==> config.mk <==
export PLATFORM = sky130hd
export DESIGN_NAME = dcp_div
export DESIGN_NICKNAME = d
export VERILOG_FILES = /design/src/hdl/dcp_pkg.sv /design/src/hdl/dcp_div.sv
export SDC_FILE = /design/constraint.sdc
export NUM_CORES = 1
export LEC_CHECK = 0
export BUFFER_PORTS_ARGS = -buffer_cell sky130_fd_sc_hd__buf_2
export CELL_PAD_IN_SITES_DETAIL_PLACEMENT = 0
export CELL_PAD_IN_SITES_GLOBAL_PLACEMENT = 1
export CORE_AREA = 2 2 181 130
export DETAILED_ROUTE_END_ITERATION = 7
export DIE_AREA = 0 0 183 132
export PLACE_DENSITY = 0.83
export SYNTH_ARGS = -nofsm -noshare
export SYNTH_HDL_FRONTEND = slang
export SYNTH_SLANG_ARGS = --single-unit
==> constraint.sdc <==
create_clock -name clk -period 3.4 [get_ports clk]
set_clock_uncertainty 0.1 [all_clocks]
set_input_delay 0.34 -clock clk [delete_from_list [all_inputs] [get_ports clk]]
set_output_delay 0.34 -clock clk [all_outputs]
set_load 0.005 [all_outputs]
==> src/hdl/dcp_pkg.sv <==
// ----------------------------------------------------------------------------
// dcp_pkg
// Shared types, widths and helpers for the distance constraint projection core.
// ----------------------------------------------------------------------------
package dcp_pkg;

  localparam int unsigned PARTICLES_DEF = 1024;

  localparam int IDX_W   = 10;
  localparam int COORD_W = 32;
  localparam int LEN_W   = 33;   // length of a separation, below 2^33
  localparam int SQ_W    = 66;   // sum of three squared 33-bit magnitudes
  localparam int DEN_W   = 34;   // divider denominator
  localparam int NUM_W   = 64;   // divider numerator
  localparam int QUO_W   = 32;   // divider quotient
  localparam int STIFF_W = 17;
  localparam int WORD_W  = 128;  // x, y, z, inverse mass

  localparam logic [STIFF_W-1:0] STIFF_ONE  = 17'h1_0000;
  localparam logic [47:0]        ROUND_HALF = 48'h0000_0000_8000;

  typedef enum logic [1:0] {
    CMD_WRITE   = 2'd0,
    CMD_PROJECT = 2'd1,
    CMD_READ    = 2'd2,
    CMD_NONE    = 2'd3
  } cmd_t;

  typedef enum logic [4:0] {
    S_IDLE, S_WRITE, S_RD_REQ, S_RD_DATA,
    S_PA_REQ, S_PB_REQ, S_PB_DATA,
    S_SQ_MUL, S_SQ_ACC, S_SQRT_GO, S_SQRT_WAIT, S_VIOL,
    S_K_MUL, S_K_RND,
    S_WA_MUL, S_WA_DIV, S_WA_WAIT,
    S_WB_MUL, S_WB_DIV, S_WB_WAIT,
    S_DA_MUL, S_DA_DIV, S_DA_WAIT,
    S_DB_MUL, S_DB_DIV, S_DB_WAIT,
    S_UPDATE, S_WR_A, S_WR_B, S_FINISH
  } state_t;

  // Saturate a 35-bit signed value to the 32-bit signed range.
  function automatic logic signed [31:0] sat32(input logic signed [34:0] v);
    logic signed [31:0] r;
    if (!v[34] && (v[33:31] != 3'b000)) begin
      r = 32'sh7FFF_FFFF;
    end else if (v[34] && (v[33:31] != 3'b111)) begin
      r = 32'sh8000_0000;
    end else begin
      r = v[31:0];
    end
    return r;
  endfunction

endpackage

==> src/hdl/dcp_div.sv <==
// ----------------------------------------------------------------------------
// dcp_div
// Rounding divider: round(num/den), ties up, one quotient bit per cycle.
// The quotient must fit in 32 bits; every caller guarantees that.
// ----------------------------------------------------------------------------
module dcp_div (
  input  logic                      clk,
  input  logic                      rst,
  input  logic                      start,
  input  logic [dcp_pkg::NUM_W-1:0] num,
  input  logic [dcp_pkg::DEN_W-1:0] den,
  output logic                      done,
  output logic [dcp_pkg::QUO_W-1:0] quo
);
  import dcp_pkg::*;

  logic             busy;
  logic [5:0]       cnt;
  logic [NUM_W-1:0] biased;
  logic [DEN_W-1:0] den_q;
  logic [35:0]      rem;
  logic [QUO_W-1:0] lo;
  logic [35:0]      rem_sh;
  logic [35:0]      den_x;
  logic             ge;

  // Adding half the denominator up front turns truncation into rounding.
  assign biased = num + NUM_W'(den >> 1);
  assign rem_sh = {rem[34:0], lo[QUO_W-1]};
  assign den_x  = {2'b00, den_q};
  assign ge     = (rem_sh >= den_x);

  always_ff @(posedge clk) begin
    if (rst) begin
      busy <= 1'b0;
      done <= 1'b0;
      cnt  <= '0;
    end else begin
      done <= 1'b0;
      if (start) begin
        busy <= 1'b1;
        cnt  <= '0;
      end else if (busy) begin
        if (cnt == 6'(QUO_W - 1)) begin
          busy <= 1'b0;
          done <= 1'b1;
        end else begin
          cnt <= cnt + 6'd1;
        end
      end
    end
  end

  always_ff @(posedge clk) begin
    if (start) begin
      den_q <= den;
      rem   <= {4'b0000, biased[NUM_W-1:QUO_W]};
      lo    <= biased[QUO_W-1:0];
      quo   <= '0;
    end else if (busy) begin
      rem <= ge ? (rem_sh - den_x) : rem_sh;
      lo  <= {lo[QUO_W-2:0], 1'b0};
      quo <= {quo[QUO_W-2:0], ge};
    end
  end

endmodule

==> key figures, run 1 <==
Run status
  – Status: completed

Yosys
  – Syn nets: 1241
  – Synthesized flop and latch total: 141
  – Unique masters post-synth: between 60 and 70
  – Async set-reset flop share out of synthesis: 0%
  – Sequential area share after synthesis: 38.3%
  – EDFF count, synth: between 90 and 100
  – Yosys warns: 0
  – Cell Area, Synth: around 9900 sq um
  – Syn Area/Cell: roughly 9.3 sq um
  – Synthesized instance count: 1070
  – Main flop type after synthesis: edfxtp_1

Worst setup path
  – R2R cell count: 13
  – FF-to-FF setup slack: approximately 0.15 ns
  – Max FO, Critical Path: 26
  – Startpoint Class: flop
  – CP Class: reg2reg
  – Worst EP arrival: around 3.3 ns
  – Worst setup EP type: flop
  – CP required: 3.45 ns

STA
  – Worst slew margin: between 20 and 30%
  – F_max: ~0.3 GHz
  – Final hold vios: 0
  – Pins Over Slew Limit: 0
  – Final period utilization: between 90% and 100%
  – Worst slew pin tran: approximately 1.1 ns
  – Post-layout min period: 3.25 ns
  – TNS Setup: 0 ns
  – Hold slack: approximately 0.012 ns
  – RSZ-0062 raised after global routing: no
  – Setup violators final: 0

CTS
  – Reg clk slew, reported paths: approximately 0.060 ns
  – TritonCTS Buffers: 17
  – Total clock sinks: between 100 and 150
  – CTS tree: done
  – Post-CTS Setup Bufs: 0
  – Clock Latency Late Sink: 0.43 ns
  – Clock buffer depth: 2
  – CTS HTree Levels: 4
  – Root Buffer: clkbuf_16

Power and ir drop
  – Power Density: 661 nW/um^2
  – VDD IR max: around 0.33 mV
  – Leak: roughly 5.1 nW

Detailed routing
  – Final WL: 28600 um
  – Drt drc: 0
  – Vias: ~8900
  – Drt pass-1 iters: 5
  – Avg Vias per Cell: ~5.7
  – Drt wl/cell: around 18 um
  – Antenna-violating nets left: 0
  – Initial drt markers: 790

Global route
  – Total track usage: 23.7%
  – Largest net degree at the start of global routing: 84
  – Vias in the first global route: ~8200
  – Initial antenna violation count: 3
  – GRT Residual Overflow: 0
  – First-pass GRT wire length: ~45000 um

Die
  – Num rows: 46
  – Core ar.: between 20000 and 25000 sq um
  – Die area: around 24000 sq um
  – I/O pins: approximately 130
  – Chip Height: 132 um
  – Die X: 183 um
  – Initial core utilization: 44.5%

Layout
  – Final core utilization: a little over half
  – Area Overhead vs Synth: 21.2%
  – Share of cells above drive strength 1: between 20% and 30%
  – Fillers: around 2000
  – Nets: approximately 1400

Placement
  – DP HPWL: 21900 um
  – PortBufs: about 130
  – Final Wtd Congestion: 0.887

Min path
  – Worst Hold Depth: 1
  – Worst hold path type: in2reg

Run
  – Total of max-cap violations: 0
## power by group
group	internal, mW	switching, mW
sequential	2.19	0.140
clock	1.29	0.734
combinational	1.57	2.04
## cell usage in the layout (no fill, tap or decap), types with 27 or more instances in the layout
master    netlist  layout
buf_4           1      63
nand2_1        58      58
edfxtp_1       98      98
ha_1           68      67
inv_1          54      53
o21ai_0        38      38
a21oi_1       105     104
buf_2          12     132
nor2_1         89      89
a21o_1         29      29
mux2i_1        36      36
dfxtp_1        43      42
xor2_1         51      51
nand3_1        32      32
nand4_1        27      27
xnor2_1        33      33
## logic make-up (layout without fill, tap and decap cells)
kind of cell	after synthesis	after routing	share of synthesized area (%)
XOR/XNOR	84	84	7.40
other	0	3	0
adder cells (fa/ha/maj)	70	70	8.96
AO/OA/AOI/OAI	312	312	20.2
flip-flops	141	141	38.3
buffers and inverters	111	297	4.46
AND/OR/NAND/NOR	290	290	14.1
multiplexers	62	62	6.57
## per-stage QoR
step | area (sq um) | worst slack, ns | cells | power [mW]
6_report | 12100 | 0.149 | 1547 | 7.97
5_1_grt | 12100 | 0.0135 | 1547 | 8.45
4_1_cts | 12000 | 0.0130 | 1543 | 7.88
3_5_place_dp | 11300 | -0.0855 | 1501 | 5.81
3_3_place_gp | 11300 | -0.0215 | 1501 | 5.79
2_1_floorplan | 9940 | 0.414 | 1070 | 4.72
## metal layers
layer | GRT usage (%) | share of wire [%] | vias up
met1 | 35.8 | 49 | 4216
met2 | 34.0 | 42 | 287
met3 | 4.59 | 6.6 | 37
met4 | 6.98 | 2.0 | 0
li1 | - | - | 4327
met5 | 0 | 0 | -
## cells in the mapped netlist, types with 15 or more instances
library cell    n  share of area [%]
a211oi_1       31                2.3
a21o_1         29                2.2
a21oi_1       105                5.3
and3_1         22                1.4
clkbuf_1       34                1.3
dfxtp_1        43                8.7
edfxtp_1       98                 30
ha_1           68                8.6
inv_1          54                2.0
mux2_2         26                2.9
mux2i_1        36                3.6
nand2_1        58                2.2
nand3_1        32                1.6
nand4_1        27                1.7
nor2_1         89                3.4
nor3_1         20                1.0
o21ai_0        38                1.9
o21ai_1        15               0.76
xnor2_1        33                2.9
xor2_1         51                4.5
## path summary, 6_finish.rpt
kind / startpoint / end
max: den_q[7] / rem[17]
max reg2reg: den_q[7] / rem[17]
min: den[1] / den_q[1]
min reg2reg: cnt[4] / done
## cell type report
class / instances / area, sq um / share of cell area (%)
clock inverters: 13 / 195 / 1.62
inverters: 56 / 210 / 1.74
repair buffers: 209 / 1290 / 10.7
multi-input cells: 818 / 5750 / 47.7
clock buffers: 19 / 433 / 3.59
flip-flops and latches: 141 / 3800 / 31.6
well taps: 288 / 360 / 2.99
diodes: 3 / 7.51 / 0.0623
## flip-flops by register name (all words and copies together), names as in the netlist
| register | cells |
|---|---|
| cnt | 6 |
| done | 1 |
| quo | 32 |
| busy | 1 |
| lo | 32 |
| den_q | 34 |
| rem | 35 |
## critical path, cell delays in order, from the launching register on
cell      delay (ns)
edfxtp_1        0.44
inv_1           0.07
ha_1            0.35
a21o_1          0.21
or3_1           0.32
o21ai_2         0.17
a21oi_2         0.10
nor3_2          0.21
o31a_2          0.22
buf_12          0.19
buf_4           0.14
nor2_1          0.04
a211oi_1        0.31
a21oi_1         0.09
## repair_timing
item,in CTS,in global routing
endpoints found under the setup margin,1,25
hold endpoints to repair,10,1
resized for setup,1,12
pin swaps,0,0
hold buffers,10,1
Note: power is estimated with default switching activity, not from simulation.
==> run 2, diff against run 1 <==
- HOLD_SLACK_MARGIN: not set -> 0.02
==> key figures, run 2 (synthesis gave the netlist of run 1 again) <==
Run status
  – Status: completed (unchanged)

Power and ir drop
  – VDD IR max: 0.330 mV (was 0.326 mV)
  – Seq pwr share: 29.1% (was 29.3%)
  – Clock power share: 25.4% (about the same)
  – Net Sw Power: 2.93 mW (was 2.91 mW)
  – Leak: 5.17 nW (was 5.09 nW)
  – Power Density: 654 nW/um^2 (was 661 nW/um^2)
  – Internal: 5.08 mW (was 5.06 mW)
  – Sw Share: 36.6% (was 36.5%)
  – Combinational power share: 45.4% (was 45.3%)

Placement
  – DP Cell Count: 1501 (unchanged)
  – Dpl cell area: 11300 sq um (unchanged)
  – Final Wtd Congestion: 0.887 (unchanged)
  – DP HPWL: 21900 um (unchanged)
  – PortBufs: 133 (unchanged)

Die
  – Chip Height: 132 um (unchanged)
  – Num rows: 46 (unchanged)
  – Die X: 183 um (unchanged)
  – Die area: 24200 sq um (unchanged)
  – Initial core utilization: 44.5% (unchanged)
  – I/O pins: 134 (unchanged)
  – Core ar.: 22300 sq um (unchanged)

Global route
  – Initial antenna violation count: 3 (unchanged)
  – Largest net degree at the start of global routing: 84 (unchanged)
  – GRT Residual Overflow: 0 (unchanged)
  – Vias in the first global route: 8304 (was 8223)
  – Total track usage: 23.8% (was 23.7%)
  – First-pass GRT wire length: 45100 um (was 44800 um)

STA
  – Post-layout min period: 3.34 ns (was 3.25 ns)
  – Worst slew margin: 55.5% (was 25.8%)
  – Worst slew pin tran: 0.667 ns (was 1.11 ns)
  – Final period utilization: 98.2% (was 95.6%)
  – F_max: 0.299 GHz (was 0.308 GHz)
  – Setup violators final: 0 (unchanged)
  – Final hold vios: 0 (unchanged)
  – Pins Over Slew Limit: 0 (unchanged)
  – Hold slack: 0.0318 ns (was 0.0121 ns)

Detailed routing
  – Vias: 8941 (was 8867)
  – Avg Vias per Cell: 5.71 (was 5.73)
  – Drt wl/cell: 18.5 um (about the same)
  – Final WL: 28900 um (was 28600 um)
  – Drt pass-1 iters: 5 (unchanged)
  – Drt drc: 0 (unchanged)
  – Initial drt markers: 761 (was 790)
  – Antenna-violating nets left: 0 (unchanged)

Worst setup path
  – Startpoint Class: primary input (was flop)
  – FF-to-FF setup slack: 0.10 ns (was 0.15 ns)
  – R2R cell count: 13 (unchanged)
  – Worst EP arrival: 3.40 ns (was 3.30 ns)
  – CP Class: in2reg (was reg2reg)
  – Critical Path Start: den[11] (was den_q[7])
  – Max FO, Critical Path: 6 (was 26)
  – Reg2reg start: den_q[7] (unchanged)
  – R2R Path End: rem[17] (unchanged)
  – CP required: 3.46 ns (was 3.45 ns)
  – Worst setup EP type: flop (unchanged)

CTS
  – CTS HTree Levels: 4 (unchanged)
  – Clock Latency Late Sink: 0.43 ns (about the same)
  – Total clock sinks: 141 (unchanged)
  – CTS tree: done (unchanged)
  – Root Buffer: clkbuf_16 (unchanged)
  – Clock buffer depth: 2 (unchanged)
  – Reg clk slew, reported paths: 0.06 ns (about the same)
  – TritonCTS Buffers: 17 (unchanged)

Layout
  – Share of cells above drive strength 1: 22.2% (was 22.0%)
  – Largest registers: rem x35, den_q x34 (unchanged)
  – Final instance area: 12300 sq um (was 12100 sq um)
  – Non-filler cells, final: 1565 (was 1547)
  – Max reg flops: 35 (unchanged)
  – Most common cell after layout, fill and taps aside: buf_2 (unchanged)
  – Area Overhead vs Synth: 23.3% (was 21.2%)
  – Nets: 1431 (was 1414)
  – Commonest cells after routing, fill and taps aside: buf_2, a21oi_1, edfxtp_1, nor2_1, ha_1 (unchanged)
  – Largest reg by FF count: rem (unchanged)

Min path
  – Worst hold path type: in2reg (unchanged)
  – Hold Path End: den_q[33] (was den_q[1])
  – Worst Hold Depth: 1 (unchanged)
  – Hold Crit Start: den[33] (was den[1])

Run
  – Total of max-cap violations: 0 (unchanged)
[run 2: cell count changes in the layout (fill, tap and decap cells not counted), sizes merged]
cell / before / now
buf: 198 / 200
clkdlybuf4s18: 0 / 1
diode: 3 / 4
dlygate4sd3: 11 / 25
[run 2: metal layers]
layer / share of wire [%] / track usage [%] / vias to the layer above
met2: 43 / 34.4 / 280
met3: 6.9 / 4.59 / 42
met4: 2.2 / 6.98 / 0
met1: 48 / 35.8 / 4252
li1: - / - / 4367
met5: 0 / 0 / -
[run 2: layout make-up]
cell class                 instances  area, sq um
antenna                            4         10.0
clock buffer                      19          433
clock inverter                    13          195
fill                            2005        10100
inverter                          56          210
multi-input combinational        818         5780
sequential                       141         3800
tap                              288          360
timing repair buffer             226         1460
[run 2: worst max-delay path: stages]
cell and delay, ns:
dlygate4sd3_1 0.54, buf_2 0.15, ha_4 0.30, o211ai_1 0.14, a2111o_1 0.46, o21ai_2 0.21, a211oi_2 0.13, o31ai_2 0.23
buf_4 0.17, clkdlybuf4s18_2 0.31, nand4b_1 0.13, xor2_1 0.19, a21oi_1 0.09
[run 2: through the flow]
stage / setup slack, ns / util (%) / setup TNS, ns / power, mW
6_report: 0.0602 / 54.9 / 0 / 8.01
5_1_grt: -0.0264 / 54.9 / -0.0379 / 8.48
4_1_cts: 0.0130 / 54.4 / 0 / 7.89
3_5_place_dp: -0.0855 / 50.4 / -0.0969 / 5.81
3_3_place_gp: -0.0215 / 50.4 / -0.0370 / 5.79
2_1_floorplan: 0.414 / - / 0 / 4.72
[run 2: power groups by stage]
stage               sequential, mW  clock [mW]  combinational, mW
global placement              2.35           0               3.44
global route                  2.36        2.12               3.99
finish                        2.33        2.04               3.64
detailed placement            2.36           0               3.45
CTS                           2.33        2.06               3.51
floorplan                     2.31           0               2.41
[run 2: worst max-delay path by stage]
stage | end | cells after the start
2_1_floorplan | lo[26] | 11
3_3_place_gp | lo[26] | 13
3_5_place_dp | rem[18] | 11
4_1_cts | rem[0] | 13
5_1_grt | rem[23] | 13
6_report | rem[23] | 13
[run 2: what timing repair did]
action                                 in CTS  in global routing
setup endpoints to repair                   1                 33
hold buffers                               25                  0
endpoints found under the hold margin      25                  0
pin swaps                                   0                  2
buffers inserted                            0                  2
resized for setup                           1                 18
cloned                                      0                  1
==> run 3, diff against run 2 <==
- PLACE_DENSITY: 0.83 -> not set
- PLACE_DENSITY_LB_ADDON: not set -> 0.1
==> key figures, run 3 (synthesis gave the netlist of run 1 again) <==
Run status
  – Status: completed (unchanged)

Layout
  – Share of cells above drive strength 1: 22.6% (was 22.2%)
  – Largest registers: rem x35, den_q x34 (unchanged)
  – Largest reg by FF count: rem (unchanged)
  – Max reg flops: 35 (unchanged)
  – Nets: 1439 (was 1431)
  – Most common cell after layout, fill and taps aside: buf_2 (unchanged)
  – Commonest cells after routing, fill and taps aside: buf_2, a21oi_1, edfxtp_1, nor2_1, buf_4 (was buf_2, a21oi_1, edfxtp_1, nor2_1, ha_1)
  – Area Overhead vs Synth: 23.6% (was 23.3%)

Global route
  – Total track usage: 24.0% (was 23.8%)
  – Vias in the first global route: 8264 (was 8304)
  – First-pass GRT wire length: 45700 um (was 45100 um)
  – Initial antenna violation count: 4 (was 3)
  – Largest net degree at the start of global routing: 67 (was 84)
  – GRT Residual Overflow: 0 (unchanged)

Worst setup path
  – Worst setup EP type: flop (unchanged)
  – CP top delay family: compound AO/OA/AOI/OAI gates (unchanged)
  – Crit-path cells: dlygate4sd3_1 -> buf_2 -> ha_4 -> o211ai_1 -> a2111o_1 -> o21ai_2 -> a211oi_1 -> o31ai_2 -> buf_12 -> nand4_1 -> xnor2_1 -> mux2_2 (was dlygate4sd3_1 -> buf_2 -> ha_4 -> o211ai_1 -> a2111o_1 -> o21ai_2 -> a211oi_2 -> o31ai_2 -> buf_4 -> clkdlybuf4s18_2 -> nand4b_1 -> xor2_1 -> a21oi_1)
  – CP Class: in2reg (unchanged)
  – Worst Path Buf+Inv: 3 (was 4)
  – Startpoint Class: primary input (unchanged)
  – Worst EP arrival: 3.35 ns (was 3.40 ns)
  – Max FO, Critical Path: 12 (was 6)
  – CP required: 3.48 ns (was 3.46 ns)
  – Worst path slowest cell: dlygate4sd3_1 (unchanged)
  – Slowest stage delay, CP: 0.54 ns (about the same)

Die
  – Die area: 24200 sq um (unchanged)
  – Chip Height: 132 um (unchanged)
  – Core ar.: 22300 sq um (unchanged)
  – I/O pins: 134 (unchanged)
  – Initial core utilization: 44.5% (unchanged)
  – Die X: 183 um (unchanged)
  – Num rows: 46 (unchanged)

Detailed routing
  – Antenna-violating nets left: 0 (unchanged)
  – Final WL: 28900 um (about the same)
  – Drt pass-1 iters: 5 (unchanged)
  – Drt wl/cell: 18.3 um (was 18.5 um)
  – Initial drt markers: 803 (was 761)
  – Avg Vias per Cell: 5.62 (was 5.71)
  – Drt drc: 0 (unchanged)
  – Vias: 8836 (was 8941)

STA
  – RSZ-0062 raised after global routing: no
  – Worst slew pin tran: 0.698 ns (was 0.667 ns)
  – Pins Over Slew Limit: 0 (unchanged)
  – F_max: 0.306 GHz (was 0.299 GHz)
  – Final period utilization: 96.1% (was 98.2%)
  – Worst slew margin: 53.4% (was 55.5%)
  – Hold slack: 0.0407 ns (was 0.0318 ns)
  – Final hold vios: 0 (unchanged)
  – TNS Setup: 0 ns (unchanged)
  – Post-layout min period: 3.27 ns (was 3.34 ns)
  – Setup violators final: 0 (unchanged)

Power and ir drop
  – VDD IR max: 0.303 mV (was 0.330 mV)
  – Leak: 5.20 nW (was 5.17 nW)
  – Final Power: 7.81 mW (was 8.01 mW)
  – Power Density: 636 nW/um^2 (was 654 nW/um^2)

CTS
  – Clock Latency Late Sink: 0.43 ns (about the same)
  – CTS HTree Levels: 4 (unchanged)
  – TritonCTS Buffers: 17 (unchanged)
  – Root Buffer: clkbuf_16 (unchanged)
  – Clock buffer depth: 2 (unchanged)
  – Reg clk slew, reported paths: 0.07 ns (was 0.06 ns)
  – CTS tree: done (unchanged)
  – Total clock sinks: 141 (unchanged)

Min path
  – Worst hold path type: in2reg (unchanged)

Placement
  – DP HPWL: 22200 um (was 21900 um)
  – PortBufs: 133 (unchanged)
  – Final Wtd Congestion: 0.920 (was 0.887)

Run
  – Total of max-cap violations: 0 (unchanged)
## run 3: final cells by class
class	count	area, sq um
sequential	141	3800
tap	288	360
timing repair buffer	234	1550
clock inverter	14	141
inverter	56	210
antenna	4	10.0
clock buffer	18	450
fill	2067	10000
multi-input combinational	818	5760
## run 3: final timing paths
check               start        end  slack [ns]  depth (start not counted)
setup / recovery  den[11]    rem[31]        0.13                         12
hold / removal    den[20]  den_q[20]        0.04                          1
setup reg to reg   lo[31]    rem[26]        0.15                         12
hold reg to reg    cnt[4]       done        0.38                          2
## run 3: per-stage QoR
stage	std cells	utilization, %	area, sq um	setup slack (ns)
6_report	1573	55.0	12300	0.134
5_1_grt	1573	55.0	12300	0.00831
4_1_cts	1568	54.7	12200	0.00761
3_5_place_dp	1509	50.8	11300	-0.155
3_3_place_gp	1509	50.8	11300	-0.0719
2_1_floorplan	1070	-	9940	0.414
## run 3: power breakdown
group | switching (mW) | internal [mW] | total, mW
clock network | 0.849 | 1.02 | 1.87
registers | 0.136 | 2.19 | 2.33
logic | 2.04 | 1.58 | 3.61
## run 3: timing repair
action                                  CTS  global route
gates cloned                              0             0
pin swaps                                 0             3
resized for setup                         1            16
hold buffers                             27             0
buffers inserted                          0             1
endpoints found under the hold margin    27             0
endpoints found under the setup margin    2            32
## run 3: per-layer routing
layer | up-vias | global-route usage (%) | share of wire, %
li1 | 4365 | - | -
met1 | 4160 | 38.4 | 52
met2 | 287 | 33.1 | 41
met3 | 24 | 4.14 | 6.3
met4 | 0 | 5.33 | 1.0
met5 | - | 0 | 0
