$ cat src/hdl/dcp_pkg.sv
// ----------------------------------------------------------------------------
// dcp_pkg
// Shared types, widths and helpers for the distance constraint projection core.
// ----------------------------------------------------------------------------
package dcp_pkg;

  localparam int unsigned PARTICLES_DEF = 1024;

  localparam int IDX_W   = 10;
  localparam int COORD_W = 32;
  localparam int LEN_W   = 33;   // length of a separation, below 2^33
  localparam int SQ_W    = 66;   // sum of three squared 33-bit magnitudes
  localparam int DEN_W   = 34;   // divider denominator
  localparam int NUM_W   = 64;   // divider numerator
  localparam int QUO_W   = 32;   // divider quotient
  localparam int STIFF_W = 17;
  localparam int WORD_W  = 128;  // x, y, z, inverse mass

  localparam logic [STIFF_W-1:0] STIFF_ONE  = 17'h1_0000;
  localparam logic [47:0]        ROUND_HALF = 48'h0000_0000_8000;

  typedef enum logic [1:0] {
    CMD_WRITE   = 2'd0,
    CMD_PROJECT = 2'd1,
    CMD_READ    = 2'd2,
    CMD_NONE    = 2'd3
  } cmd_t;

  typedef enum logic [4:0] {
    S_IDLE, S_WRITE, S_RD_REQ, S_RD_DATA,
    S_PA_REQ, S_PB_REQ, S_PB_DATA,
    S_SQ_MUL, S_SQ_ACC, S_SQRT_GO, S_SQRT_WAIT, S_VIOL,
    S_K_MUL, S_K_RND,
    S_WA_MUL, S_WA_DIV, S_WA_WAIT,
    S_WB_MUL, S_WB_DIV, S_WB_WAIT,
    S_DA_MUL, S_DA_DIV, S_DA_WAIT,
    S_DB_MUL, S_DB_DIV, S_DB_WAIT,
    S_UPDATE, S_WR_A, S_WR_B, S_FINISH
  } state_t;

  // Saturate a 35-bit signed value to the 32-bit signed range.
  function automatic logic signed [31:0] sat32(input logic signed [34:0] v);
    logic signed [31:0] r;
    if (!v[34] && (v[33:31] != 3'b000)) begin
      r = 32'sh7FFF_FFFF;
    end else if (v[34] && (v[33:31] != 3'b111)) begin
      r = 32'sh8000_0000;
    end else begin
      r = v[31:0];
    end
    return r;
  endfunction

endpackage

$ cat src/hdl/dcp_sqrt.sv
// ----------------------------------------------------------------------------
// dcp_sqrt
// Restoring integer square root, one result bit per cycle.
// ----------------------------------------------------------------------------
module dcp_sqrt (
  input  logic                      clk,
  input  logic                      rst,
  input  logic                      start,
  input  logic [dcp_pkg::SQ_W-1:0]  radicand,
  output logic                      done,
  output logic [dcp_pkg::LEN_W-1:0] root
);
  import dcp_pkg::*;

  logic              busy;
  logic [5:0]        cnt;
  logic [SQ_W-1:0]   rad;
  logic [36:0]       rem;
  logic [36:0]       rem_sh;
  logic [36:0]       trial;
  logic              ge;

  assign rem_sh = {rem[34:0], rad[SQ_W-1:SQ_W-2]};
  assign trial  = {2'b00, root, 2'b01};
  assign ge     = (rem_sh >= trial);

  always_ff @(posedge clk) begin
    if (rst) begin
      busy <= 1'b0;
      done <= 1'b0;
      cnt  <= '0;
    end else begin
      done <= 1'b0;
      if (start) begin
        busy <= 1'b1;
        cnt  <= '0;
      end else if (busy) begin
        if (cnt == 6'(LEN_W - 1)) begin
          busy <= 1'b0;
          done <= 1'b1;
        end else begin
          cnt <= cnt + 6'd1;
        end
      end
    end
  end

  always_ff @(posedge clk) begin
    if (start) begin
      rad  <= radicand;
      rem  <= '0;
      root <= '0;
    end else if (busy) begin
      rad  <= {rad[SQ_W-3:0], 2'b00};
      rem  <= ge ? (rem_sh - trial) : rem_sh;
      root <= {root[LEN_W-2:0], ge};
    end
  end

endmodule

$ cat config.mk
export PLATFORM = sky130hd
export DESIGN_NAME = dcp_sqrt
export DESIGN_NICKNAME = d
export VERILOG_FILES = /design/src/hdl/dcp_pkg.sv /design/src/hdl/dcp_sqrt.sv
export SDC_FILE = /design/constraint.sdc
export NUM_CORES = 1
export LEC_CHECK = 0
export BUFFER_PORTS_ARGS = -buffer_cell sky130_fd_sc_hd__buf_2
export CAP_MARGIN = 40
export CORE_MARGIN = 2
export CORE_UTILIZATION = 63
export DETAILED_ROUTE_END_ITERATION = 8
export GPL_TIMING_DRIVEN = 0
export PLACE_DENSITY = 0.95
export REMOVE_ABC_BUFFERS = 1
export SLEW_MARGIN = 0
export SYNTH_ARGS = -nofsm -noshare
export SYNTH_HDL_FRONTEND = slang
export SYNTH_SLANG_ARGS = --single-unit
export TNS_END_PERCENT = 100
$ cat constraint.sdc
create_clock -name clk -period 5.2 [get_ports clk]
set_clock_uncertainty 0.2 [all_clocks]
set_input_delay 1.3 -clock clk [delete_from_list [all_inputs] [get_ports clk]]
set_output_delay 1.3 -clock clk [all_outputs]
set_load 0.005 [all_outputs]
==> flow_metrics.py, run 1 <==
metrics = {
    "outcome": {
        "status": "complete, no violations",
    },
    "die": {
        "io_pins": 103,
        "die_h_um": 115,
        "dieArea_sq_um": 13300,
        "die_w_um": 115,
        "rows": 40,
        "core_area_sq_um": 12100,
        "start_util_pct": 64.9,
    },
    "min_path": {
        "hp-class": "flip-flop to flip-flop",
        "whs_path_depth": 2,
        "hp-start": "rem[27]$_SDFFE_PP0P_",
        "hold_end": "rem[27]$_SDFFE_PP0P_",
    },
    "cts": {
        "h-tree-depth": 4,
        "cts-root-buf": "clkbuf_16",
        "numCtsBuffers": 17,
        "cts_resized": 0,
        "clk_pin_slew_ns": 0.06,
        "clk_path_buf_depth": 2,
        "cts.sinks": 142,
        "cts_tree": "done",
        "postCtsSetupBuffers": 0,
        "holdBufCountCts": 0,
        "clk-insertion-delay-late_ns": 0.42,
    },
    "yosys": {
        "synth_seq_cells": 142,
        "netlist_area_sq_um": 7820,
        "synthFlopType": "dfxtp_1",
        "synthesis.instances": 767,
        "yosysSeqAreaShare_pct": 44.8,
        "synth.avg_cell_area_sq_um": 10.2,
        "synth-edff-count": 66,
        "synth_cell_types": 61,
        "synth_warnings": 0,
        "async_flop_share_pct": 0,
    },
    "placed_design": {
        "hpwl_um": 12700,
        "place.port_buffers": 102,
        "finalWeightedCongestion": 0.901,
        "dp_slack_ns": 1.50,
        "dp_cells": 1005,
    },
    "grt": {
        "grtUsageMet2_pct": 49.2,
        "grt_util_met1_pct": 34.1,
        "grt-busiest-layer": "met2",
        "track_usage_pct": 28.7,
        "grt_max_degree": 73,
        "antenna_found_initial": 0,
        "grt_pass1_vias": 5978,
        "grt_pass1_wl_um": 29500,
        "grt_overflow": 0,
        "gr-usage-met3_pct": 9.57,
    },
    "setup_path": {
        "r2r_start": "root[0]$_SDFFE_PP0P_",
        "cp_max_fo": 22,
        "timing.rr.end": "rem[27]$_SDFFE_PP0P_",
        "worstPathRequired_ns": 5.30,
        "cp_slowest_cell": "o21ai_4",
        "ff2ff_setup_slack_ns": 1.34,
        "critPathMostFrequentCell": "o21ai_1",
        "slowest_delay_ns": 0.66,
        "critPathLaunchType": "flip-flop",
        "worstRegToRegCells": 11,
        "worstSetupPathType": "flip-flop to flip-flop",
        "critPathCaptureType": "flip-flop",
        "arrival_ns": 3.95,
        "worstPathCellList": "inv_1, ha_1, o21ai_1, a221oi_2, o21ai_1, o211a_1, o31a_1, o21ai_4, buf_16, mux2i_1, o21ai_0",
    },
    "sta": {
        "fmax_mhz": 259,
        "fin_ws_ns": 1.34,
        "setup_viol": 0,
        "rsz0062_at_grt": "false",
        "period_needed_ns": 3.86,
        "worst_slew_pin_slew_ns": 0.784,
        "hold_viol": 0,
        "maxSlewHeadroom_pct": 47.6,
        "period_share_pct": 74.2,
        "maxSlewViolCount": 0,
    },
    "cells_and_area": {
        "final_common_cell": "buf_2",
        "final_cell_mix": "buf_2 (101), nor2_1 (90), dfxtp_1 (75)",
        "stdcell_count": 1037,
        "drive_gt1_share_pct": 24.4,
        "areaGrowthSynthToFinish_pct": 16.0,
        "fin_nets": 962,
        "diodes": 0,
    },
    "power_and_ir_drop": {
        "power_density_nw_per_um2": 578,
        "p_leak_nw": 3.80,
        "ir_drop_uv": 393,
    },
    "drt": {
        "drt_first_pass_iters": 6,
        "routedWlPerCell_um": 18.1,
        "via_count": 6214,
        "routed_wl_um": 18700,
        "initialDrtViolationCount": 505,
        "drc": 0,
        "ant_nets": 0,
        "routed_via_density": 5.99,
    },
    "run": {
        "drv_cap": 0,
    },
}
[metrics by stage]
step                      area (sq um)  utilization (%)  power (W)  hold slack, ns  setup TNS [ns]
final                             9080             75.3    0.00525           0.294               0
after global routing              9080             75.3    0.00553           0.315               0
after CTS                         9080             75.3    0.00520           0.298               0
after detailed placement          8490             70.4    0.00395           0.289               0
after global placement            8380             69.5    0.00378           0.269          -92.98
after floorplan                   7660                -    0.00335           0.247               0
[where the power goes]
| part | switching [W] | total, W | internal [W] | leakage, nW |
|---|---|---|---|---|
| clock network | 0.000506 | 0.00122 | 0.000712 | 0.276 |
| registers | 0.000110 | 0.00144 | 0.00133 | 1.28 |
| logic | 0.00144 | 0.00259 | 0.00115 | 2.24 |
| total | 0.00206 | 0.00525 | 0.00319 | 3.80 |
[cells in the mapped netlist, types with 4 or more instances]
cell / instances / share of area (%)
nor2_1: 90 / 4.3
dfxtp_1: 76 / 19
edfxtp_1: 66 / 25
mux2_2: 64 / 9.2
mux2i_1: 58 / 7.4
inv_1: 46 / 2.2
nand2_1: 44 / 2.1
ha_1: 37 / 5.9
clkbuf_1: 30 / 1.4
o21ai_0: 26 / 1.7
a21oi_1: 25 / 1.6
a211oi_1: 22 / 2.1
xnor2_1: 21 / 2.4
nand3_1: 16 / 1.0
xor2_1: 16 / 1.8
o21a_1: 14 / 1.3
nor3_1: 9 / 0.58
a21o_1: 7 / 0.67
nand4_1: 7 / 0.56
o211ai_1: 7 / 0.67
a31oi_1: 6 / 0.48
or2_2: 6 / 0.48
and2_1: 5 / 0.40
and3_1: 5 / 0.40
nor2b_1: 5 / 0.40
o311a_1: 4 / 0.51
[layout make-up]
class,count,area [sq um]
clock buffers,17,425
clock inverters,15,159
fillers,780,2980
inverters,47,176
multi-input cells,541,3980
flip-flops and latches,142,3510
well taps,168,210
repair buffers,107,616
[routing by layer]
| layer | vias to the layer above | routed length (um) |
|---|---|---|
| li1 | 2954 | - |
| met1 | 2976 | 7640 |
| met2 | 240 | 9290 |
| met3 | 44 | 1360 |
| met4 | 0 | 441 |
| met5 | - | 0 |
[cell families after synthesis]
kind of cell	Yosys count	share of synthesized area [%]
and+or+nand+nor	198	11.3
AOI/OAI and AO/OA	147	13.0
DFF	142	44.8
muxes	122	16.6
buffers and inverters	84	4.29
xor gates and xnor gates	37	4.14
adders and majority gates	37	5.92
[flip-flops by register name, indices dropped and copies added (netlist names)]
name	cells
root	33
busy	1
done	1
rem	35
cnt	6
rad	66
[worst max path at each step]
stage | start | to | slack (ns) | cells past startpoint
after floorplan | busy$_SDFF_PP0_ | rad[0]$_SDFFCE_PN0P_ | 0.40 | 2
after global placement | start | rad[27]$_DFFE_PP_ | -1.41 | 3
after detailed placement | start | rad[56]$_DFFE_PP_ | 1.50 | 5
after CTS | root[0]$_SDFFE_PP0P_ | rem[20]$_SDFFE_PP0P_ | 1.41 | 11
after global routing | root[0]$_SDFFE_PP0P_ | rem[17]$_SDFFE_PP0P_ | 1.10 | 11
final | root[0]$_SDFFE_PP0P_ | rem[27]$_SDFFE_PP0P_ | 1.34 | 11
[worst max-delay path: cells and delay by family, from the launching register on]
family / cells / cell delay (ns)
AOI/OAI and AO/OA: 7 / 2.18
DFF: 1 / 0.40
adders and majority gates: 1 / 0.35
buffers and inverters: 2 / 0.33
muxes: 1 / 0.25
Power figures use the tool's default switching activity.
==> run 2: changes to the inputs <==
--- a/config.mk
+++ b/config.mk
@@ -8,10 +8,10 @@
 export BUFFER_PORTS_ARGS = -buffer_cell sky130_fd_sc_hd__buf_2
 export CAP_MARGIN = 40
 export CORE_MARGIN = 2
-export CORE_UTILIZATION = 63
+export CORE_UTILIZATION = 53
 export DETAILED_ROUTE_END_ITERATION = 8
 export GPL_TIMING_DRIVEN = 0
-export PLACE_DENSITY = 0.95
+export PLACE_DENSITY = 0.87
 export REMOVE_ABC_BUFFERS = 1
 export SLEW_MARGIN = 0
 export SYNTH_ARGS = -nofsm -noshare
==> constraint.sdc (replaced) <==
create_clock -name clk -period 3.4 [get_ports clk]
set_clock_uncertainty 0.2 [all_clocks]
set_input_delay 0.85 -clock clk [delete_from_list [all_inputs] [get_ports clk]]
set_output_delay 0.85 -clock clk [all_outputs]
set_load 0.005 [all_outputs]
==> run 2 against run 1 <==
Against the previous run:
- cell area increased by 1.1%
- highest routed layer is now met5
- cell count increased by 2.3%
- largest power group unchanged
- sequential cell count unchanged
==> flow_metrics.py, run 2 (synthesis gave the netlist of run 1 again) <==
metrics = {
    "drt": {
        "initialDrtViolationCount": 402,
        "ant_nets": 0,
        "routedWlPerCell_um": 15.9,
        "routed_wl_um": 16900,
        "routed_via_density": 5.65,
        "drc": 0,
        "drt_first_pass_iters": 5,
        "via_count": 5994,
    },
    "cells_and_area": {
        "top_regs": "rad x66, rem x35, root x33",
        "final_cell_mix": "buf_2 (101), nor2_1 (90), dfxtp_1 (75)",
        "largest_register_ff_count": 66,
        "fill_cells": 1153,
        "final_area_sq_um": 9170,
        "diodes": 0,
        "multi_input_area_sq_um": 4000,
        "areaGrowthSynthToFinish_pct": 17.3,
        "register_area_sq_um": 3510,
        "stdcell_count": 1061,
        "postLayoutCoreUtil_pct": 63.4,
        "top_register": "rad",
        "drive_gt1_share_pct": 25.2,
        "fin_nets": 970,
        "final_common_cell": "buf_2",
    },
    "setup_path": {
        "worstSetupPathType": "flip-flop to flip-flop",
        "critPathCaptureType": "flip-flop",
        "cp_max_fo": 6,
        "worstPathRequired_ns": 3.49,
        "critPathLaunchType": "flip-flop",
        "arrival_ns": 3.35,
    },
    "cts": {
        "clk_pin_slew_ns": 0.06,
        "cts-root-buf": "clkbuf_16",
        "clk-insertion-delay-late_ns": 0.42,
        "holdBufCountCts": 0,
        "clk_path_buf_depth": 2,
        "numCtsBuffers": 17,
        "h-tree-depth": 4,
        "cts.sinks": 142,
        "cts_tree": "done",
    },
    "sta": {
        "period_share_pct": 96.0,
        "fin_ws_ns": 0.135,
        "fmax_mhz": 306,
        "setup_viol": 0,
        "worst_slew_pin_slew_ns": 0.804,
        "hold_viol": 0,
        "maxSlewViolCount": 0,
        "period_needed_ns": 3.26,
        "maxSlewHeadroom_pct": 46.4,
    },
    "grt": {
        "grt_overflow": 0,
        "antenna_found_initial": 1,
        "grt_max_degree": 72,
        "grt_pass1_vias": 5865,
        "track_usage_pct": 21.4,
        "grt_pass1_wl_um": 27600,
    },
    "placed_design": {
        "place_area_sq_um": 8510,
        "hpwl_um": 11600,
        "dp_slack_ns": -0.314,
        "place.port_buffers": 102,
        "finalWeightedCongestion": 0.937,
        "dp_cells": 1021,
    },
    "die": {
        "die_h_um": 125,
        "dieArea_sq_um": 15700,
        "io_pins": 103,
        "rows": 44,
        "die_w_um": 125,
        "start_util_pct": 54.0,
        "core_area_sq_um": 14500,
    },
    "outcome": {
        "status": "complete, no violations",
    },
    "power_and_ir_drop": {
        "ir_drop_uv": 544,
        "power_density_nw_per_um2": 890,
        "p_leak_nw": 3.83,
        "p_total_w": 0.00816,
    },
    "run": {
        "drv_cap": 0,
    },
    "min_path": {
        "hp-class": "flip-flop to flip-flop",
    },
}
## run 2: power breakdown
part | switching (W) | internal (W)
clock | 0.000727 | 0.00106
sequential | 0.000153 | 0.00203
combinational | 0.00226 | 0.00194
total | 0.00314 | 0.00503
## run 2: worst max-delay path: stages, from the launching register on
cell       delay (ns)
dfxtp_1          0.36
inv_1            0.08
ha_1             0.39
nand4_1          0.18
a221oi_2         0.29
o21ai_2          0.13
o211a_4          0.27
o31a_1           0.31
o21ai_4          0.31
clkbuf_16        0.24
mux2i_2          0.26
o21ai_0          0.11
## run 2: metrics by stage
| step | setup TNS [ns] | hold WS, ns |
|---|---|---|
| 2_1_floorplan | -98.03 | 0.247 |
| 3_3_place_gp | -267.18 | 0.267 |
| 3_5_place_dp | -5.75 | 0.284 |
| 4_1_cts | 0 | 0.293 |
| 5_1_grt | -0.115 | 0.319 |
| 6_report | 0 | 0.292 |
## run 2: final cells by class
type | count | area share (%)
Tap cell | 184 | 2.51
Inverter | 47 | 1.92
Multi-Input combinational cell | 541 | 43.6
Clock inverter | 11 | 1.17
Clock buffer | 21 | 5.03
Sequential cell | 142 | 38.2
Timing Repair Buffer | 115 | 7.50
## run 2: final timing paths
path	to	cells past startpoint	slack [ns]	from
worst max register to register	rem[27]$_SDFFE_PP0P_	11	0.14	root[5]$_SDFFE_PP0P_
worst min-delay path	rem[31]$_SDFFE_PP0P_	2	0.29	rem[31]$_SDFFE_PP0P_
worst min register to register	rem[31]$_SDFFE_PP0P_	2	0.29	rem[31]$_SDFFE_PP0P_
worst max-delay path	rem[27]$_SDFFE_PP0P_	11	0.14	root[5]$_SDFFE_PP0P_
## run 2: layer usage
| metal | wire length [um] | track usage (%) |
|---|---|---|
| met2 | 7950 | 34.3 |
| met4 | 372 | 7.06 |
| met5 | 11 | 0 |
| met3 | 1450 | 8.00 |
| met1 | 7130 | 26.7 |
## run 2: what timing repair did
item,in CTS,in global routing
setup buffers,2,4
setup endpoints to repair,33,30
cloned,0,2
pin swaps,1,5
gates resized for setup,0,7
==> run 3: changes to the inputs <==
--- a/config.mk
+++ b/config.mk
@@ -7,11 +7,13 @@
 export LEC_CHECK = 0
 export BUFFER_PORTS_ARGS = -buffer_cell sky130_fd_sc_hd__buf_2
 export CAP_MARGIN = 40
+export CELL_PAD_IN_SITES_DETAIL_PLACEMENT = 2
+export CELL_PAD_IN_SITES_GLOBAL_PLACEMENT = 2
 export CORE_MARGIN = 2
-export CORE_UTILIZATION = 53
+export CORE_UTILIZATION = 40
 export DETAILED_ROUTE_END_ITERATION = 8
 export GPL_TIMING_DRIVEN = 0
-export PLACE_DENSITY = 0.87
+export PLACE_DENSITY = 0.95
 export REMOVE_ABC_BUFFERS = 1
 export SLEW_MARGIN = 0
 export SYNTH_ARGS = -nofsm -noshare
==> constraint.sdc (replaced) <==
create_clock -name clk -period 4.2 [get_ports clk]
set_clock_uncertainty 0.2 [all_clocks]
set_input_delay 1.05 -clock clk [delete_from_list [all_inputs] [get_ports clk]]
set_output_delay 1.05 -clock clk [all_outputs]
set_load 0.005 [all_outputs]
==> run 3 against run 2 <==
Against the previous run:
- cell area up 1.1%
- maximum frequency decreased by 17%
- cell count rose by 7.1%
- via count increased by 7.2%
- first-iteration DRC count shrank 18%
- core utilization shrank 15 points
- combinational power down 13%
- sequential cell count stayed put
- largest cell class unchanged
==> flow_metrics.py, run 3 (synthesis gave the netlist of run 1 again) <==
metrics = {
    "outcome": {
        "status": "complete, no violations",
    },
    "setup_path": {
        "worstRegToRegCells": 12,
        "timing.rr.end": "rem[2]$_SDFFE_PP0P_",
        "critPathLaunchType": "flip-flop",
        "cp_max_fo": 19,
        "ff2ff_setup_slack_ns": 0.28,
        "arrival_ns": 4.02,
        "r2r_start": "root[0]$_SDFFE_PP0P_",
        "critPathCaptureType": "flip-flop",
        "worstPathRequired_ns": 4.31,
        "worstSetupPathType": "flip-flop to flip-flop",
    },
    "cells_and_area": {
        "top_register": "rad",
        "largest_register_ff_count": 66,
        "multi_input_area_sq_um": 3980,
        "postLayoutCoreUtil_pct": 48.0,
        "drive_gt1_share_pct": 24.7,
        "diodes": 0,
        "final_cell_mix": "buf_2 (101), nor2_1 (90), dfxtp_1 (75)",
        "register_area_sq_um": 3510,
        "top_regs": "rad x66, rem x35, root x33",
        "fill_cells": 1993,
        "final_common_cell": "buf_2",
        "fin_nets": 964,
        "areaGrowthSynthToFinish_pct": 18.6,
    },
    "sta": {
        "setup_tns_ns": 0,
        "fmax_mhz": 255,
        "period_needed_ns": 3.92,
        "setup_viol": 0,
        "hold_viol": 0,
        "period_share_pct": 93.2,
        "maxSlewViolCount": 0,
        "worst_slew_pin_slew_ns": 0.738,
        "maxSlewHeadroom_pct": 50.7,
        "rsz0062_at_grt": "false",
    },
    "grt": {
        "grt_max_degree": 51,
        "grt_pass1_vias": 7308,
        "grt_overflow": 0,
        "antenna_found_initial": 2,
        "grt_pass1_wl_um": 42300,
        "track_usage_pct": 27.2,
    },
    "drt": {
        "initialDrtViolationCount": 330,
        "routed_via_density": 5.66,
        "via_count": 6426,
        "ant_nets": 0,
        "routed_wl_um": 26800,
        "drt_first_pass_iters": 4,
        "drc": 0,
        "routedWlPerCell_um": 23.6,
    },
    "cts": {
        "clk_pin_slew_ns": 0.07,
        "h-tree-depth": 4,
        "clk-insertion-delay-late_ns": 0.44,
        "numCtsBuffers": 17,
        "cts.sinks": 142,
        "holdBufCountCts": 0,
        "cts_resized": 0,
        "clk_path_buf_depth": 2,
        "cts-root-buf": "clkbuf_16",
        "cts_tree": "done",
        "postCtsSetupBuffers": 0,
    },
    "placed_design": {
        "finalWeightedCongestion": 0.811,
        "place.port_buffers": 102,
        "hpwl_um": 17500,
    },
    "power_and_ir_drop": {
        "ir_drop_uv": 489,
        "p_leak_nw": 3.85,
        "power_density_nw_per_um2": 761,
    },
    "die": {
        "dieArea_sq_um": 20700,
        "rows": 51,
        "start_util_pct": 40.5,
        "core_area_sq_um": 19300,
        "die_w_um": 144,
        "die_h_um": 144,
        "io_pins": 103,
    },
    "min_path": {
        "hp-start": "rem[20]$_SDFFE_PP0P_",
        "hold_end": "rem[20]$_SDFFE_PP0P_",
        "whs_path_depth": 2,
        "hp-class": "flip-flop to flip-flop",
    },
    "run": {
        "drv_cap": 0,
    },
}
==> run 3: area by class of cell <==
| class | count | share of cell area [%] |
|---|---|---|
| flip-flops and latches | 142 | 37.8 |
| clock buffers | 17 | 4.58 |
| well taps | 265 | 3.57 |
| multi-input cells | 541 | 42.9 |
| inverters | 47 | 1.90 |
| repair buffers | 109 | 7.19 |
| clock inverters | 15 | 2.02 |
==> run 3: worst max-delay path by stage <==
| stage | cells past startpoint | endpoint | from | slack [ns] |
|---|---|---|---|---|
| final | 12 | rem[2]$_SDFFE_PP0P_ | root[0]$_SDFFE_PP0P_ | 0.28 |
| after global routing | 12 | rem[2]$_SDFFE_PP0P_ | root[4]$_SDFFE_PP0P_ | 0.15 |
| after CTS | 12 | rem[2]$_SDFFE_PP0P_ | root[0]$_SDFFE_PP0P_ | 0.31 |
| after detailed placement | 12 | rem[2]$_SDFFE_PP0P_ | root[5]$_SDFFE_PP0P_ | 0.44 |
| after global placement | 2 | rad[17]$_DFFE_PP_ | busy$_SDFF_PP0_ | -2.56 |
| after floorplan | 2 | rad[0]$_SDFFCE_PN0P_ | busy$_SDFF_PP0_ | -0.60 |
==> run 3: power by group <==
group          leakage (nW)  internal [W]  switching (W)  total, W
logic                  2.27       0.00150        0.00213   0.00363
clock network         0.304      0.000909       0.000726   0.00164
registers              1.28       0.00164       0.000148   0.00179
==> run 3: per-layer routing <==
| layer | GRT usage, % | vias to the layer above | routed length (um) |
|---|---|---|---|
| li1 | - | 2946 | - |
| met1 | 29.0 | 3267 | 10500 |
| met2 | 51.0 | 154 | 14300 |
| met3 | 7.66 | 59 | 1320 |
| met4 | 9.55 | 0 | 739 |
| met5 | 0 | - | 0 |
==> run 3: per-stage QoR <==
stage | setup slack, ns | hold slack (ns) | cell area [sq um] | total power [W] | std cells
finish | 0.284 | 0.308 | 9280 | 0.00706 | 1136
global route | 0.148 | 0.335 | 9280 | 0.00743 | 1136
CTS | 0.308 | 0.315 | 9280 | 0.00706 | 1136
detailed placement | 0.435 | 0.286 | 8670 | 0.00524 | 1104
global placement | -2.56 | 0.262 | 8510 | 0.00482 | 1097
floorplan | -0.603 | 0.247 | 7660 | 0.00415 | 730
==> run 3: critical path, stage by stage, from the launching register on <==
cell,delay [ns]
dfxtp_1,0.40
inv_1,0.09
ha_1,0.38
o21ai_1,0.17
a221oi_2,0.37
o21ai_1,0.23
o211a_1,0.32
o31a_1,0.37
o21ai_4,0.43
buf_16,0.23
buf_16,0.18
mux2i_1,0.27
a211oi_1,0.12
